$ cat src/rtl/tlbr_pkg.sv
package tlbr_pkg;

    localparam int SLOT_W     = 4;
    localparam int EIU_W      = 5;
    localparam int CFG_DATA_W = 32;
    localparam int PADDR_W    = 3;

    localparam logic [EIU_W-1:0] EIU_RESET  = 5'd4;
    localparam logic             OP_FILL    = 1'b1;
    localparam logic             POLICY_LRU = 1'b1;

    typedef enum logic [0:0] {
        REG_POLICY  = 1'b0,
        REG_ENTRIES = 1'b1
    } reg_idx_t;

    typedef enum logic [2:0] {
        ST_IDLE,
        ST_CMP,
        ST_ENC,
        ST_HUPD,
        ST_FILL,
        ST_SCAN,
        ST_DONE
    } state_t;

    typedef struct packed {
        logic load_in;
        logic cmp;
        logic enc;
        logic hit_upd;
        logic append;
        logic scan_first;
        logic scan_step;
        logic replace;
        logic out_load;
    } tlbr_cmd_t;

    typedef struct packed {
        logic in_op;
        logic room;
        logic scan_done;
        logic out_free;
    } tlbr_sts_t;

    typedef struct packed {
        logic             policy;
        logic [EIU_W-1:0] entries_in_use;
    } tlbr_cfg_t;

endpackage

$ cat src/rtl/tlbr_req_if.sv
interface tlbr_req_if #(
    parameter int PAGE_BITS  = 20,
    parameter int FRAME_BITS = 20
);
    logic                  valid;
    logic                  ready;
    logic                  op;
    logic [PAGE_BITS-1:0]  page;
    logic [FRAME_BITS-1:0] frame;

    modport source (output valid, op, page, frame, input ready);
    modport sink   (input valid, op, page, frame, output ready);
endinterface

$ cat src/rtl/tlbr_rsp_if.sv
interface tlbr_rsp_if #(
    parameter int FRAME_BITS = 20
);
    logic                          valid;
    logic                          ready;
    logic                          hit;
    logic [FRAME_BITS-1:0]         frame_out;
    logic [tlbr_pkg::SLOT_W-1:0]   slot;

    modport source (output valid, hit, frame_out, slot, input ready);
    modport sink   (input valid, hit, frame_out, slot, output ready);
endinterface

$ cat src/rtl/tlbr_ram.sv
module tlbr_ram #(
    parameter int WIDTH = 20,
    parameter int DEPTH = 16
) (
    input  logic                                       clk,
    input  logic                                       we,
    input  logic [((DEPTH > 1) ? $clog2(DEPTH) : 1)-1:0] waddr,
    input  logic [WIDTH-1:0]                           wdata,
    input  logic [((DEPTH > 1) ? $clog2(DEPTH) : 1)-1:0] raddr,
    output logic [WIDTH-1:0]                           rdata
);
    logic [WIDTH-1:0] mem_reg [DEPTH];
    logic [WIDTH-1:0] rdata_reg;

    always_ff @(posedge clk)
    begin
        if (we)
        begin
            mem_reg[waddr] <= wdata;
        end
        rdata_reg <= mem_reg[raddr];
    end

    assign rdata = rdata_reg;
endmodule

$ cat src/rtl/tlbr_cfg_regs.sv
module tlbr_cfg_regs (
    input  logic                               clk,
    input  logic                               rst_n,
    input  logic                               psel,
    input  logic                               penable,
    input  logic                               pwrite,
    input  logic [tlbr_pkg::PADDR_W-1:0]       paddr,
    input  logic [tlbr_pkg::CFG_DATA_W-1:0]    pwdata,
    output logic [tlbr_pkg::CFG_DATA_W-1:0]    prdata,
    output logic                               pready,
    output tlbr_pkg::tlbr_cfg_t                cfg
);
    import tlbr_pkg::*;

    logic             policy_reg;
    logic [EIU_W-1:0] eiu_reg;
    reg_idx_t         reg_idx;
    logic             wr_en;

    assign reg_idx = reg_idx_t'(paddr[PADDR_W-1]);
    assign wr_en   = psel && penable && pwrite;
    assign pready  = 1'b1;

    always_ff @(posedge clk or negedge rst_n)
    begin
        if (!rst_n)
        begin
            policy_reg <= 1'b0;
            eiu_reg    <= EIU_RESET;
        end
        else if (wr_en)
        begin
            unique case (reg_idx)
                REG_POLICY:  policy_reg <= pwdata[0];
                REG_ENTRIES: eiu_reg    <= pwdata[EIU_W-1:0];
                default:     policy_reg <= policy_reg;
            endcase
        end
    end

    always_comb
    begin
        unique case (reg_idx)
            REG_POLICY:  prdata = CFG_DATA_W'(policy_reg);
            REG_ENTRIES: prdata = CFG_DATA_W'(eiu_reg);
            default:     prdata = '0;
        endcase
    end

    assign cfg.policy         = policy_reg;
    assign cfg.entries_in_use = eiu_reg;
endmodule

$ cat src/rtl/tlbr_ctrl.sv
module tlbr_ctrl (
    input  logic                 clk,
    input  logic                 rst_n,
    input  logic                 in_valid,
    output logic                 in_ready,
    input  tlbr_pkg::tlbr_sts_t  sts,
    output tlbr_pkg::tlbr_cmd_t  cmd
);
    import tlbr_pkg::*;

    state_t state_reg;
    state_t state_next;

    always_ff @(posedge clk or negedge rst_n)
    begin
        if (!rst_n)
        begin
            state_reg <= ST_IDLE;
        end
        else
        begin
            state_reg <= state_next;
        end
    end

    always_comb
    begin
        state_next = state_reg;
        cmd        = '0;
        in_ready   = 1'b0;
        unique case (state_reg)
            ST_IDLE:
            begin
                in_ready = 1'b1;
                if (in_valid)
                begin
                    cmd.load_in = 1'b1;
                    state_next  = (sts.in_op == OP_FILL) ? ST_FILL : ST_CMP;
                end
            end
            ST_CMP:
            begin
                cmd.cmp    = 1'b1;
                state_next = ST_ENC;
            end
            ST_ENC:
            begin
                cmd.enc    = 1'b1;
                state_next = ST_HUPD;
            end
            ST_HUPD:
            begin
                cmd.hit_upd = 1'b1;
                state_next  = ST_DONE;
            end
            ST_FILL:
            begin
                if (sts.room)
                begin
                    cmd.append = 1'b1;
                    state_next = ST_DONE;
                end
                else
                begin
                    cmd.scan_first = 1'b1;
                    state_next     = ST_SCAN;
                end
            end
            ST_SCAN:
            begin
                if (sts.scan_done)
                begin
                    cmd.replace = 1'b1;
                    state_next  = ST_DONE;
                end
                else
                begin
                    cmd.scan_step = 1'b1;
                end
            end
            ST_DONE:
            begin
                if (sts.out_free)
                begin
                    cmd.out_load = 1'b1;
                    state_next   = ST_IDLE;
                end
            end
            default:
            begin
                state_next = ST_IDLE;
            end
        endcase
    end
endmodule

$ cat src/rtl/tlbr_datapath.sv
module tlbr_datapath #(
    parameter int MAX_ENTRIES = 16,
    parameter int PAGE_BITS   = 20,
    parameter int FRAME_BITS  = 20
) (
    input  logic                          clk,
    input  logic                          rst_n,
    input  tlbr_pkg::tlbr_cfg_t           cfg,
    input  tlbr_pkg::tlbr_cmd_t           cmd,
    output tlbr_pkg::tlbr_sts_t           sts,
    input  logic                          in_op,
    input  logic [PAGE_BITS-1:0]          in_page,
    input  logic [FRAME_BITS-1:0]         in_frame,
    input  logic                          out_ready,
    output logic                          out_valid,
    output logic                          out_hit,
    output logic [FRAME_BITS-1:0]         out_frame,
    output logic [tlbr_pkg::SLOT_W-1:0]   out_slot
);
    import tlbr_pkg::*;

    localparam int IDX_W = (MAX_ENTRIES > 1) ? $clog2(MAX_ENTRIES) : 1;
    localparam int CNT_W = $clog2(MAX_ENTRIES + 1);
    localparam logic [IDX_W-1:0] AGE_TOP = IDX_W'(MAX_ENTRIES - 1);

    logic [PAGE_BITS-1:0]  page_in_reg;
    logic [FRAME_BITS-1:0] frame_in_reg;
    logic [CNT_W-1:0]      count_reg;
    logic [CNT_W-1:0]      count_next;
    logic [PAGE_BITS-1:0]  page_reg [MAX_ENTRIES];
    logic [IDX_W-1:0]      age_reg  [MAX_ENTRIES];
    logic [IDX_W-1:0]      age_next [MAX_ENTRIES];
    logic [MAX_ENTRIES-1:0] match_reg;
    logic [MAX_ENTRIES-1:0] match_next;
    logic [MAX_ENTRIES-1:0] in_use;
    logic                  hit_reg;
    logic [IDX_W-1:0]      hit_idx_reg;
    logic [CNT_W-1:0]      scan_idx_reg;
    logic [IDX_W-1:0]      best_idx_reg;
    logic [IDX_W-1:0]      best_age_reg;
    logic                  res_hit_reg;
    logic [FRAME_BITS-1:0] res_frame_reg;
    logic [IDX_W-1:0]      res_slot_reg;
    logic                  out_valid_reg;
    logic                  out_hit_reg;
    logic [FRAME_BITS-1:0] out_frame_reg;
    logic [SLOT_W-1:0]     out_slot_reg;

    logic [CNT_W-1:0]      limit;
    logic [CNT_W-1:0]      cnt_m1;
    logic                  lru;
    logic                  enc_hit;
    logic [IDX_W-1:0]      enc_idx;
    logic [IDX_W-1:0]      hit_age;
    logic [IDX_W-1:0]      scan_age;
    logic                  scan_better;
    logic                  wr_en;
    logic [IDX_W-1:0]      wr_slot;
    logic [FRAME_BITS-1:0] frame_rd;

    function automatic logic [IDX_W-1:0] age_up(input logic [IDX_W-1:0] a);
        return (a >= AGE_TOP) ? AGE_TOP : a + IDX_W'(1);
    endfunction

    function automatic logic [IDX_W-1:0] age_down(input logic [IDX_W-1:0] a);
        return (a == '0) ? '0 : a - IDX_W'(1);
    endfunction

    always_comb
    begin
        if (cfg.entries_in_use == '0)
        begin
            limit = CNT_W'(1);
        end
        else if (int'(cfg.entries_in_use) > MAX_ENTRIES)
        begin
            limit = CNT_W'(MAX_ENTRIES);
        end
        else
        begin
            limit = CNT_W'(cfg.entries_in_use);
        end
    end

    assign lru    = (cfg.policy == POLICY_LRU);
    assign cnt_m1 = count_reg - CNT_W'(1);

    always_comb
    begin
        for (int k = 0; k < MAX_ENTRIES; k++)
        begin
            in_use[k]     = CNT_W'(k) < count_reg;
            match_next[k] = in_use[k] && (page_reg[k] == page_in_reg);
        end
    end

    always_comb
    begin
        enc_hit = 1'b0;
        enc_idx = '0;
        for (int k = MAX_ENTRIES - 1; k >= 0; k--)
        begin
            if (match_reg[k])
            begin
                enc_hit = 1'b1;
                enc_idx = IDX_W'(k);
            end
        end
    end

    assign hit_age     = age_reg[hit_idx_reg];
    assign scan_age    = age_reg[scan_idx_reg[IDX_W-1:0]];
    assign scan_better = lru ? (scan_age > best_age_reg) : (scan_age < best_age_reg);
    assign wr_en       = cmd.append || cmd.replace;
    assign wr_slot     = cmd.append ? count_reg[IDX_W-1:0] : best_idx_reg;
    assign count_next  = cmd.append ? count_reg + CNT_W'(1) : count_reg;

    always_comb
    begin
        for (int k = 0; k < MAX_ENTRIES; k++)
        begin
            age_next[k] = age_reg[k];
            if (cmd.hit_upd && hit_reg && lru)
            begin
                if (IDX_W'(k) == hit_idx_reg)
                begin
                    age_next[k] = '0;
                end
                else if (in_use[k] && (age_reg[k] < hit_age))
                begin
                    age_next[k] = age_up(age_reg[k]);
                end
            end
            else if (cmd.append)
            begin
                if (lru && in_use[k])
                begin
                    age_next[k] = age_up(age_reg[k]);
                end
                if (CNT_W'(k) == count_reg)
                begin
                    age_next[k] = lru ? '0 : count_reg[IDX_W-1:0];
                end
            end
            else if (cmd.replace)
            begin
                if (IDX_W'(k) == best_idx_reg)
                begin
                    age_next[k] = lru ? '0 : cnt_m1[IDX_W-1:0];
                end
                else if (in_use[k])
                begin
                    age_next[k] = lru ? age_up(age_reg[k]) : age_down(age_reg[k]);
                end
            end
        end
    end

    tlbr_ram #(
        .WIDTH (FRAME_BITS),
        .DEPTH (MAX_ENTRIES)
    ) u_frame_ram (
        .clk   (clk),
        .we    (wr_en),
        .waddr (wr_slot),
        .wdata (frame_in_reg),
        .raddr (enc_idx),
        .rdata (frame_rd)
    );

    always_ff @(posedge clk or negedge rst_n)
    begin
        if (!rst_n)
        begin
            count_reg     <= '0;
            scan_idx_reg  <= '0;
            out_valid_reg <= 1'b0;
        end
        else
        begin
            count_reg <= count_next;
            if (cmd.scan_first)
            begin
                scan_idx_reg <= CNT_W'(1);
            end
            else if (cmd.scan_step)
            begin
                scan_idx_reg <= scan_idx_reg + CNT_W'(1);
            end
            if (cmd.out_load)
            begin
                out_valid_reg <= 1'b1;
            end
            else if (out_ready)
            begin
                out_valid_reg <= 1'b0;
            end
        end
    end

    always_ff @(posedge clk)
    begin
        age_reg <= age_next;
        for (int k = 0; k < MAX_ENTRIES; k++)
        begin
            if (wr_en && (IDX_W'(k) == wr_slot))
            begin
                page_reg[k] <= page_in_reg;
            end
        end
        if (cmd.load_in)
        begin
            page_in_reg  <= in_page;
            frame_in_reg <= in_frame;
        end
        if (cmd.cmp)
        begin
            match_reg <= match_next;
        end
        if (cmd.enc)
        begin
            hit_reg     <= enc_hit;
            hit_idx_reg <= enc_idx;
        end
        if (cmd.scan_first)
        begin
            best_idx_reg <= '0;
            best_age_reg <= age_reg[0];
        end
        else if (cmd.scan_step && scan_better)
        begin
            best_idx_reg <= scan_idx_reg[IDX_W-1:0];
            best_age_reg <= scan_age;
        end
        if (cmd.hit_upd)
        begin
            res_hit_reg   <= hit_reg;
            res_frame_reg <= hit_reg ? frame_rd : '0;
            res_slot_reg  <= hit_reg ? hit_idx_reg : '0;
        end
        else if (wr_en)
        begin
            res_hit_reg   <= 1'b0;
            res_frame_reg <= '0;
            res_slot_reg  <= wr_slot;
        end
        if (cmd.out_load)
        begin
            out_hit_reg   <= res_hit_reg;
            out_frame_reg <= res_frame_reg;
            out_slot_reg  <= SLOT_W'(res_slot_reg);
        end
    end

    assign sts.in_op     = in_op;
    assign sts.room      = count_reg < limit;
    assign sts.scan_done = scan_idx_reg >= count_reg;
    assign sts.out_free  = !out_valid_reg || out_ready;

    assign out_valid = out_valid_reg;
    assign out_hit   = out_hit_reg;
    assign out_frame = out_frame_reg;
    assign out_slot  = out_slot_reg;
endmodule

$ cat src/rtl/tlb_fifo_lru_replacement.sv
// Channel  Dir  Payload                          Handshake
// req      in   op, page, frame                  valid / ready
// rsp      out  hit, frame_out, slot             valid / ready
// apb      in   policy, entries_in_use           psel / penable / pready
//
// A lookup passes from acceptance to the next ready through compare, priority
// encode with the frame RAM read, the recency update, and the result load.
// A fill that appends writes its entry directly; a fill that replaces first
// walks the filled entries in a victim scan to find the slot to overwrite.
// Reset clears the fill count, so no entry is valid after reset.
// A result waits in the output register while the next word is accepted; a
// stalled output holds the following word in its final state until it drains.
module tlb_fifo_lru_replacement #(
    parameter int MAX_ENTRIES = 16,
    parameter int PAGE_BITS   = 20,
    parameter int FRAME_BITS  = 20
) (
    input  logic                               clk,
    input  logic                               rst_n,
    tlbr_req_if.sink                           req,
    tlbr_rsp_if.source                         rsp,
    input  logic                               psel,
    input  logic                               penable,
    input  logic                               pwrite,
    input  logic [tlbr_pkg::PADDR_W-1:0]       paddr,
    input  logic [tlbr_pkg::CFG_DATA_W-1:0]    pwdata,
    output logic [tlbr_pkg::CFG_DATA_W-1:0]    prdata,
    output logic                               pready
);
    import tlbr_pkg::*;

    tlbr_cfg_t cfg;
    tlbr_cmd_t cmd;
    tlbr_sts_t sts;

    tlbr_cfg_regs u_cfg_regs (
        .clk     (clk),
        .rst_n   (rst_n),
        .psel    (psel),
        .penable (penable),
        .pwrite  (pwrite),
        .paddr   (paddr),
        .pwdata  (pwdata),
        .prdata  (prdata),
        .pready  (pready),
        .cfg     (cfg)
    );

    tlbr_ctrl u_ctrl (
        .clk      (clk),
        .rst_n    (rst_n),
        .in_valid (req.valid),
        .in_ready (req.ready),
        .sts      (sts),
        .cmd      (cmd)
    );

    tlbr_datapath #(
        .MAX_ENTRIES (MAX_ENTRIES),
        .PAGE_BITS   (PAGE_BITS),
        .FRAME_BITS  (FRAME_BITS)
    ) u_datapath (
        .clk       (clk),
        .rst_n     (rst_n),
        .cfg       (cfg),
        .cmd       (cmd),
        .sts       (sts),
        .in_op     (req.op),
        .in_page   (req.page),
        .in_frame  (req.frame),
        .out_ready (rsp.ready),
        .out_valid (rsp.valid),
        .out_hit   (rsp.hit),
        .out_frame (rsp.frame_out),
        .out_slot  (rsp.slot)
    );
endmodule

$ cat src/flat_wrapper.sv
// flat-port wrapper written by rule: the top's interface ports become plain ports
module tlb_fifo_lru_replacement_flat import tlbr_pkg::*;
#(
    parameter int MAX_ENTRIES = 16,
    parameter int PAGE_BITS   = 20,
    parameter int FRAME_BITS  = 20
)
  (clk, rst_n, psel, penable, pwrite, paddr, pwdata, prdata, pready, req_valid, req_op, req_page, req_frame, req_ready, rsp_valid, rsp_hit, rsp_frame_out, rsp_slot, rsp_ready);
  tlbr_req_if #(.PAGE_BITS(PAGE_BITS), .FRAME_BITS(FRAME_BITS)) req_i ();
  tlbr_rsp_if #(.FRAME_BITS(FRAME_BITS)) rsp_i ();
  input  logic clk;
  input  logic rst_n;
  input  logic psel;
  input  logic penable;
  input  logic pwrite;
  input  logic [tlbr_pkg::PADDR_W-1:0] paddr;
  input  logic [tlbr_pkg::CFG_DATA_W-1:0] pwdata;
  output logic [tlbr_pkg::CFG_DATA_W-1:0] prdata;
  output logic pready;
  input wire logic [$bits(req_i.valid)-1:0] req_valid;
  input wire logic [$bits(req_i.op)-1:0] req_op;
  input wire logic [$bits(req_i.page)-1:0] req_page;
  input wire logic [$bits(req_i.frame)-1:0] req_frame;
  output wire logic [$bits(req_i.ready)-1:0] req_ready;
  output wire logic [$bits(rsp_i.valid)-1:0] rsp_valid;
  output wire logic [$bits(rsp_i.hit)-1:0] rsp_hit;
  output wire logic [$bits(rsp_i.frame_out)-1:0] rsp_frame_out;
  output wire logic [$bits(rsp_i.slot)-1:0] rsp_slot;
  input wire logic [$bits(rsp_i.ready)-1:0] rsp_ready;
  assign req_i.valid = req_valid;
  assign req_i.op = req_op;
  assign req_i.page = req_page;
  assign req_i.frame = req_frame;
  assign req_ready = req_i.ready;
  assign rsp_valid = rsp_i.valid;
  assign rsp_hit = rsp_i.hit;
  assign rsp_frame_out = rsp_i.frame_out;
  assign rsp_slot = rsp_i.slot;
  assign rsp_i.ready = rsp_ready;
  tlb_fifo_lru_replacement #(.MAX_ENTRIES(MAX_ENTRIES), .PAGE_BITS(PAGE_BITS), .FRAME_BITS(FRAME_BITS)) u_core (.clk(clk), .rst_n(rst_n), .req(req_i), .rsp(rsp_i), .psel(psel), .penable(penable), .pwrite(pwrite), .paddr(paddr), .pwdata(pwdata), .prdata(prdata), .pready(pready));
endmodule
$ cat config.mk
export PLATFORM = sky130hd
export DESIGN_NAME = tlb_fifo_lru_replacement_flat
export DESIGN_NICKNAME = d
export VERILOG_FILES = /design/src/rtl/tlbr_pkg.sv /design/src/rtl/tlbr_req_if.sv /design/src/rtl/tlbr_rsp_if.sv /design/src/rtl/tlbr_ram.sv /design/src/rtl/tlbr_cfg_regs.sv /design/src/rtl/tlbr_ctrl.sv /design/src/rtl/tlbr_datapath.sv /design/src/rtl/tlb_fifo_lru_replacement.sv /design/src/flat_wrapper.sv
export SDC_FILE = /design/constraint.sdc
export NUM_CORES = 1
export LEC_CHECK = 0
export ABC_CLOCK_PERIOD_IN_PS = 4500
export BUFFER_PORTS_ARGS = -buffer_cell sky130_fd_sc_hd__buf_4
export CORE_MARGIN = 2
export CORE_UTILIZATION = 45
export CTS_CLUSTER_DIAMETER = 50
export DETAILED_ROUTE_END_ITERATION = 8
export GPL_ROUTABILITY_DRIVEN = 0
export SYNTH_ARGS = -nofsm -noshare
export SYNTH_HDL_FRONTEND = slang
export SYNTH_SLANG_ARGS = --single-unit
$ cat constraint.sdc
create_clock -name clk -period 4.5 [get_ports clk]
set_clock_uncertainty 0.2 [all_clocks]
set_input_delay 0.45 -clock clk [delete_from_list [all_inputs] [get_ports clk]]
set_output_delay 0.45 -clock clk [all_outputs]
set_load 0.05 [all_outputs]
==> flow_summary.json, run 1 <==
{
  "reg2reg_from": "u_core.u_cfg_regs.eiu_reg[2]$_DFFE_PN1P_",
  "synth_most_common_cell": "edfxtp_1",
  "hold_viol": 0,
  "critPathSlowestCell": "a31oi_1",
  "cts_max_level": 3,
  "outcome": "completed",
  "die_h_um": 308,
  "min_path_type": "input port to async pin",
  "wl_met3_um": 9470,
  "vias": 28800,
  "drv_slew": 0,
  "cp.required_ns": 4.72,
  "grt_pass1_wl_um": 176000,
  "initial_core_util_pct": 45.4,
  "r2r_cells": 9,
  "drive_above_1_share_pct": 13.8,
  "die-area_um2": 94800,
  "nNetsFinal": 3663,
  "worst_pin_slew_ns": 1.32,
  "worstSetupEndpointType": "register",
  "final-setup-viol-count": 0,
  "power_leakage_nw": 16.9,
  "diodes": 0,
  "start_kind": "register",
  "grt-ovfl-total": 0,
  "synth-edff-count": 819,
  "cts_tree": "done",
  "wl_met2_um": 55000,
  "wl_met1_um": 48200,
  "fp.dieW_um": 308,
  "coreArea_um2": 91500,
  "worstPathArrival_ns": 4.47,
  "postPlaceCellArea_um2": 44300,
  "crit_type": "register to register",
  "drt-wirelength-per-cell_um": 24.8,
  "worstReg2RegEnd": "u_core.u_datapath.page_reg[1][159]$_DFFE_PP_",
  "top_layer": "met5",
  "row_count": 111,
  "crit_path_max_incr_delay_ns": 0.94,
  "antenna_found_initial": 3,
  "multi_input_area_um2": 14900,
  "detail-route-antenna-nets": 0,
  "total_power_mw": 26.8,
  "dp_hpwl_um": 76200,
  "ys_warn_count": 0,
  "port_buffers": 85,
  "cts_buffers": 98,
  "seq_area_frac_synth_pct": 61.6,
  "syn_area_per_cell_um2": 12.6,
  "clkSinkCount": 863,
  "drv_cap": 0,
  "synth_top_area_share_pct": 59.2,
  "synth-seq-cells": 863,
  "finalCriticalPeriod_ns": 4.24,
  "path_clk_slew_ns": 0.06,
  "grt_max_degree": 66,
  "utilization_pct": 52.7,
  "slew-limit-headroom_pct": 11.4,
  "drc": 0,
  "yosys.cell_types.count": 77,
  "grt_pass1_vias": 28400,
  "hold_ws_ns": 0.0415,
  "timing.final.crit_share_pct": 94.3,
  "cts-root-buf": "clkbuf_16",
  "syn_inst": 3285,
  "netlist_area_um2": 41500,
  "track_usage_pct": 24.6,
  "clk_latency_ns": 0.68,
  "rsz0062_at_grt": "false",
  "routed_via_density": 6.07,
  "cp_max_fo": 20,
  "fin_area_um2": 48200,
  "peakVddDrop_mv": 0.362,
  "synthToLayoutAreaGrowth_pct": 16.1,
  "n_fill_cell": 7591,
  "dr.pass1.iters": 6,
  "drt_iter0_drc": 3391,
  "path_cells": "nand2_1 -> ha_1 -> a211oi_1 -> o21ai_0 -> o221a_2 -> or4_2 -> a31oi_1 -> nor2_4 -> buf_12",
  "synth_top_cells_by_area": "edfxtp_1, xor2_1, ha_1, mux2i_1, nand2_1",
  "routed_wl_um": 118000,
  "reg2reg_slack_ns": 0.26,
  "seq_area_um2": 25600,
  "io_pins": 143,
  "ys_top_cells_by_count": "edfxtp_1, nand2_1, xor2_1, a21oi_1, nor2_1",
  "ys_dominant_reg_cell": "edfxtp_1",
  "fin_ws_ns": 0.256,
  "async_flop_share_pct": 2.32,
  "yosysTopAreaCell": "edfxtp_1",
  "p_per_area_nw_per_um2": 556,
  "cts_buffer_depth": 3,
  "max_freq_ghz": 0.236,
  "dp_slack_ns": 0.266
}
## per-layer routing
layer | track usage [%] | up-vias
li1 | - | 12800
met1 | 33.2 | 14300
met2 | 39.8 | 1370
met3 | 3.92 | 305
met4 | 10.1 | 2
met5 | 0 | -
## repair_timing
item	CTS	global route
buffers inserted	0	0
hold buffers	52	0
resized for setup	0	0
endpoints found under the hold margin	69	0
setup endpoints to repair	0	0
## worst max path at each step
stage                                                   from                                                      end  slack [ns]
floorplan           u_core.u_cfg_regs.eiu_reg[2]$_DFFE_PN1P_              u_core.u_datapath.page_reg[1][20]$_DFFE_PP_       -0.28
CTS                 u_core.u_cfg_regs.eiu_reg[2]$_DFFE_PN1P_   u_core.u_datapath.u_frame_ram.mem_reg[15][5]$_DFFE_PP_        0.27
global route        u_core.u_cfg_regs.eiu_reg[2]$_DFFE_PN1P_  u_core.u_datapath.u_frame_ram.mem_reg[15][14]$_DFFE_PP_        0.11
detailed placement  u_core.u_cfg_regs.eiu_reg[2]$_DFFE_PN1P_             u_core.u_datapath.page_reg[1][159]$_DFFE_PP_        0.27
finish              u_core.u_cfg_regs.eiu_reg[2]$_DFFE_PN1P_             u_core.u_datapath.page_reg[1][159]$_DFFE_PP_        0.26
global placement    u_core.u_cfg_regs.eiu_reg[2]$_DFFE_PN1P_                  u_core.u_datapath.age_reg[22]$_DFFE_PP_        0.27
## cell type report
type / instances / area share (%)
Clock buffer: 115 / 5.39
Inverter: 74 / 0.576
Clock inverter: 68 / 1.71
Tap cell: 1186 / 3.08
Timing Repair Buffer: 294 / 5.26
Sequential cell: 863 / 53.1
Multi-Input combinational cell: 2149 / 30.9
## logic make-up (layout without fill, tap and decap cells)
logic type      Yosys count  after routing  share of synthesized area [%]
flops                   863            863                           61.6
simple gates            855            855                           10.0
compound gates          686            686                           10.6
xor+xnor                330            330                           6.96
buf+inv                 299            551                           3.13
mux                     150            150                           4.72
fa+ha+maj               100            100                           3.01
other cells               2             28                         0.0181
## critical path: cells and delay by family (launching register included)
kind                       cells  cell delay, ns
buffers and inverters          1            0.26
and+or+nand+nor                3            1.07
AOI/OAI and AO/OA              4            1.61
DFF                            1            0.55
adders and majority gates      1            0.31
## report_power, final
group	leakage, nW	switching (mW)	internal (mW)	total (mW)
Clock	1.64	3.37	4.89	8.26
Combinational	7.45	5.03	2.83	7.87
Sequential	7.86	0.829	9.84	10.7
## cells in the final DEF, fill, tap and decap left out, types with 88 or more instances in the layout
cell / count
xor2_1: 260
nor3_1: 88
buf_4: 226
clkbuf_16: 102
nand2_1: 260
nor2_1: 147
a21oi_1: 166
mux2i_1: 98
o21ai_0: 152
edfxtp_1: 819
ha_1: 100
## metrics by stage
step	setup TNS [ns]	instances
finish	0	4749
floorplan	-85.70	3311
global placement	0	4514
CTS	0	4749
global route	0	4749
detailed placement	0	4514
No activity file was read; power rests on OpenSTA's default activity.
==> inputs of run 2 (changes only) <==
SYNTH_HIERARCHICAL = 1   (was not set)
==> flow_summary.json, run 2 <==
{
  "worstReg2RegEnd": "u_core/u_datapath/age_reg[21]$_DFFE_PP_",
  "detail-route-antenna-nets": 0,
  "grt_pass1_wl_um": 172000,
  "rsz0062_at_grt": "false",
  "grt_max_degree": 51,
  "seq_area_frac_synth_pct": 60.5,
  "ys_warn_count": 6,
  "yosys.cell_types.count": 88,
  "holdPathEnd": "u_core/u_cfg_regs/eiu_reg[0]$_DFFE_PN0P_",
  "io_pins": 143,
  "placed_cells": 4399,
  "coreArea_um2": 93200,
  "synth-simple-area-share_pct": 9.15,
  "layout_commonest_cell": "edfxtp_1",
  "synth_compound_area_share_pct": 8.91,
  "cts_tree": "done",
  "ys_top_cells_by_count": "edfxtp_1, xor2_1, nor2_1, nand2_1, o21ai_0",
  "syn_area_per_cell_um2": 13.8,
  "cp_max_fo": 12,
  "r2r_cells": 9,
  "dr.pass1.iters": 8,
  "outcome": "completed",
  "synth-xor-area-share_pct": 6.81,
  "antenna_found_initial": 3,
  "grt_pass1_vias": 27300,
  "layout_common_cells": "edfxtp_1, buf_4, xor2_1, nand2_1, nor2_1",
  "synth_top_cells_by_area": "edfxtp_1, xor2_1, mux4_2, ha_1, mux4_1",
  "final-setup-viol-count": 0,
  "worstHoldStart": "pwrite",
  "fp.dieW_um": 311,
  "routed_wl_um": 114000,
  "synth_most_common_cell": "edfxtp_1",
  "grt-ovfl-total": 0,
  "n_fill_cell": 7607,
  "peakVddDrop_mv": 0.402,
  "port_buffers": 85,
  "cts_max_level": 3,
  "synth-seq-cells": 863,
  "synthMuxAreaShare_pct": 8.21,
  "path_clk_slew_ns": 0.06,
  "routed_via_density": 5.99,
  "start_kind": "register",
  "syn_inst": 3061,
  "min_path_type": "input port to register",
  "postCtsSetupRepairBufs": 0,
  "ys_dominant_reg_cell": "edfxtp_1",
  "synth-edff-count": 819,
  "fin_cells": 4633,
  "die-area_um2": 96500,
  "drt-wirelength-per-cell_um": 24.6,
  "reg2reg_slack_ns": 0.30,
  "initial_core_util_pct": 45.4,
  "utilization_pct": 52.6,
  "reg2reg_from": "u_core/u_datapath/hit_idx_reg[1]$_DFFE_PP_",
  "crit_type": "register to register",
  "clkSinkCount": 863,
  "hold_viol": 0,
  "vias": 27800,
  "worstPathArrival_ns": 4.31,
  "hold_ws_ns": 0.0641,
  "hold_depth": 3,
  "max_freq_ghz": 0.238,
  "synth_fa_ha_area_share_pct": 2.99,
  "drv_cap": 0,
  "worstSetupEndpointType": "register",
  "synth_top_area_share_pct": 58.2,
  "synth_top_family_by_area": "simple AND/OR/NAND/NOR gates",
  "p_per_area_nw_per_um2": 566,
  "finalCriticalPeriod_ns": 4.20,
  "cts_buffer_depth": 3,
  "dp_hpwl_um": 75600,
  "die_h_um": 311,
  "track_usage_pct": 23.3,
  "setup-tns-final_ns": 0,
  "power_leakage_nw": 17.2,
  "cts_buffers": 99,
  "clk_latency_ns": 0.69,
  "async_flop_share_pct": 2.32,
  "drt_iter0_drc": 3794,
  "cts-root-buf": "clkbuf_16",
  "yosysTopAreaCell": "edfxtp_1",
  "drc": 0,
  "drv_slew": 0,
  "slew-limit-headroom_pct": 10.4,
  "nNetsFinal": 3482,
  "timing.final.crit_share_pct": 93.3,
  "synthToLayoutAreaGrowth_pct": 15.8,
  "cp.required_ns": 4.61,
  "row_count": 112,
  "worst_pin_slew_ns": 1.34,
  "netlist_area_um2": 42300,
  "drive_above_1_share_pct": 18.2
}
[run 2: per-layer routing]
layer	vias to the layer above	part of all wire (%)	global-route usage, %
met4	0	4.4	10.2
met2	1329	46	36.2
met5	-	0	0
li1	12300	-	-
met1	13900	42	32.5
met3	305	7.8	3.82
[run 2: timing repair]
action	4_1_cts	5_1_grt
resized for setup	0	1
hold endpoints to repair	68	0
endpoints found under the setup margin	0	4
hold buffers	52	0
[run 2: per-stage QoR]
stage / setup slack (ns) / instance area [um^2] / total power, mW
floorplan: -0.0977 / 42400 / 16.5
global placement: 0.345 / 45200 / 19.3
detailed placement: 0.251 / 45200 / 19.7
CTS: 0.231 / 49000 / 27.7
global route: 0.143 / 49000 / 28.9
finish: 0.303 / 49000 / 27.7
[run 2: critical path, cell delays in order, from the launching register on]
cell       delay [ns]
edfxtp_1         0.59
buf_4            0.26
mux4_2           0.56
mux4_2           0.48
inv_1            0.09
buf_4            0.27
ha_1             0.30
a2111oi_0        0.52
nand2_1          0.16
o31ai_2          0.41
[run 2: layout make-up]
type	instances	area [um^2]	share of cell area, %
timing repair buffer	341	2820	5.75
tap	1254	1570	3.20
antenna	1	2.50	0.00511
sequential	863	25600	52.2
inverter	68	255	0.521
multi-input combinational	1925	15500	31.6
clock buffer	117	2570	5.24
clock inverter	64	713	1.46
[run 2: how the worst max path moves through the flow]
stage / to / cells after the start / slack, ns / from
after global routing: u_core/u_datapath/age_reg[5]$_DFFE_PP_ / 13 / 0.14 / u_core/u_cfg_regs/eiu_reg[4]$_DFFE_PN0P_
after CTS: u_core/u_datapath/age_reg[21]$_DFFE_PP_ / 9 / 0.23 / u_core/u_datapath/hit_idx_reg[1]$_DFFE_PP_
after floorplan: u_core/u_datapath/u_frame_ram/mem_reg[12][0]$_DFFE_PP_ / 11 / -0.1 / u_core/u_datapath/count_reg[0]$_DFFE_PN0P_
final: u_core/u_datapath/age_reg[21]$_DFFE_PP_ / 9 / 0.30 / u_core/u_datapath/hit_idx_reg[1]$_DFFE_PP_
after global placement: u_core/u_datapath/age_reg[20]$_DFFE_PP_ / 9 / 0.35 / u_core/u_datapath/hit_idx_reg[1]$_DFFE_PP_
after detailed placement: u_core/u_datapath/age_reg[22]$_DFFE_PP_ / 9 / 0.25 / u_core/u_datapath/hit_idx_reg[1]$_DFFE_PP_
[run 2: report_power, final]
| part | leakage [nW] | internal, mW | switching (mW) |
|---|---|---|---|
| clock network | 1.57 | 4.60 | 3.35 |
| logic | 7.76 | 3.49 | 5.54 |
| registers | 7.86 | 9.94 | 0.832 |
| total | 17.2 | 18.0 | 9.72 |
[run 2: logic make-up after synthesis]
logic type | Yosys count
flops | 863
buf+inv | 299
compound gates | 559
mux | 193
other cells | 2
fa+ha+maj | 101
xor+xnor | 329
simple gates | 715
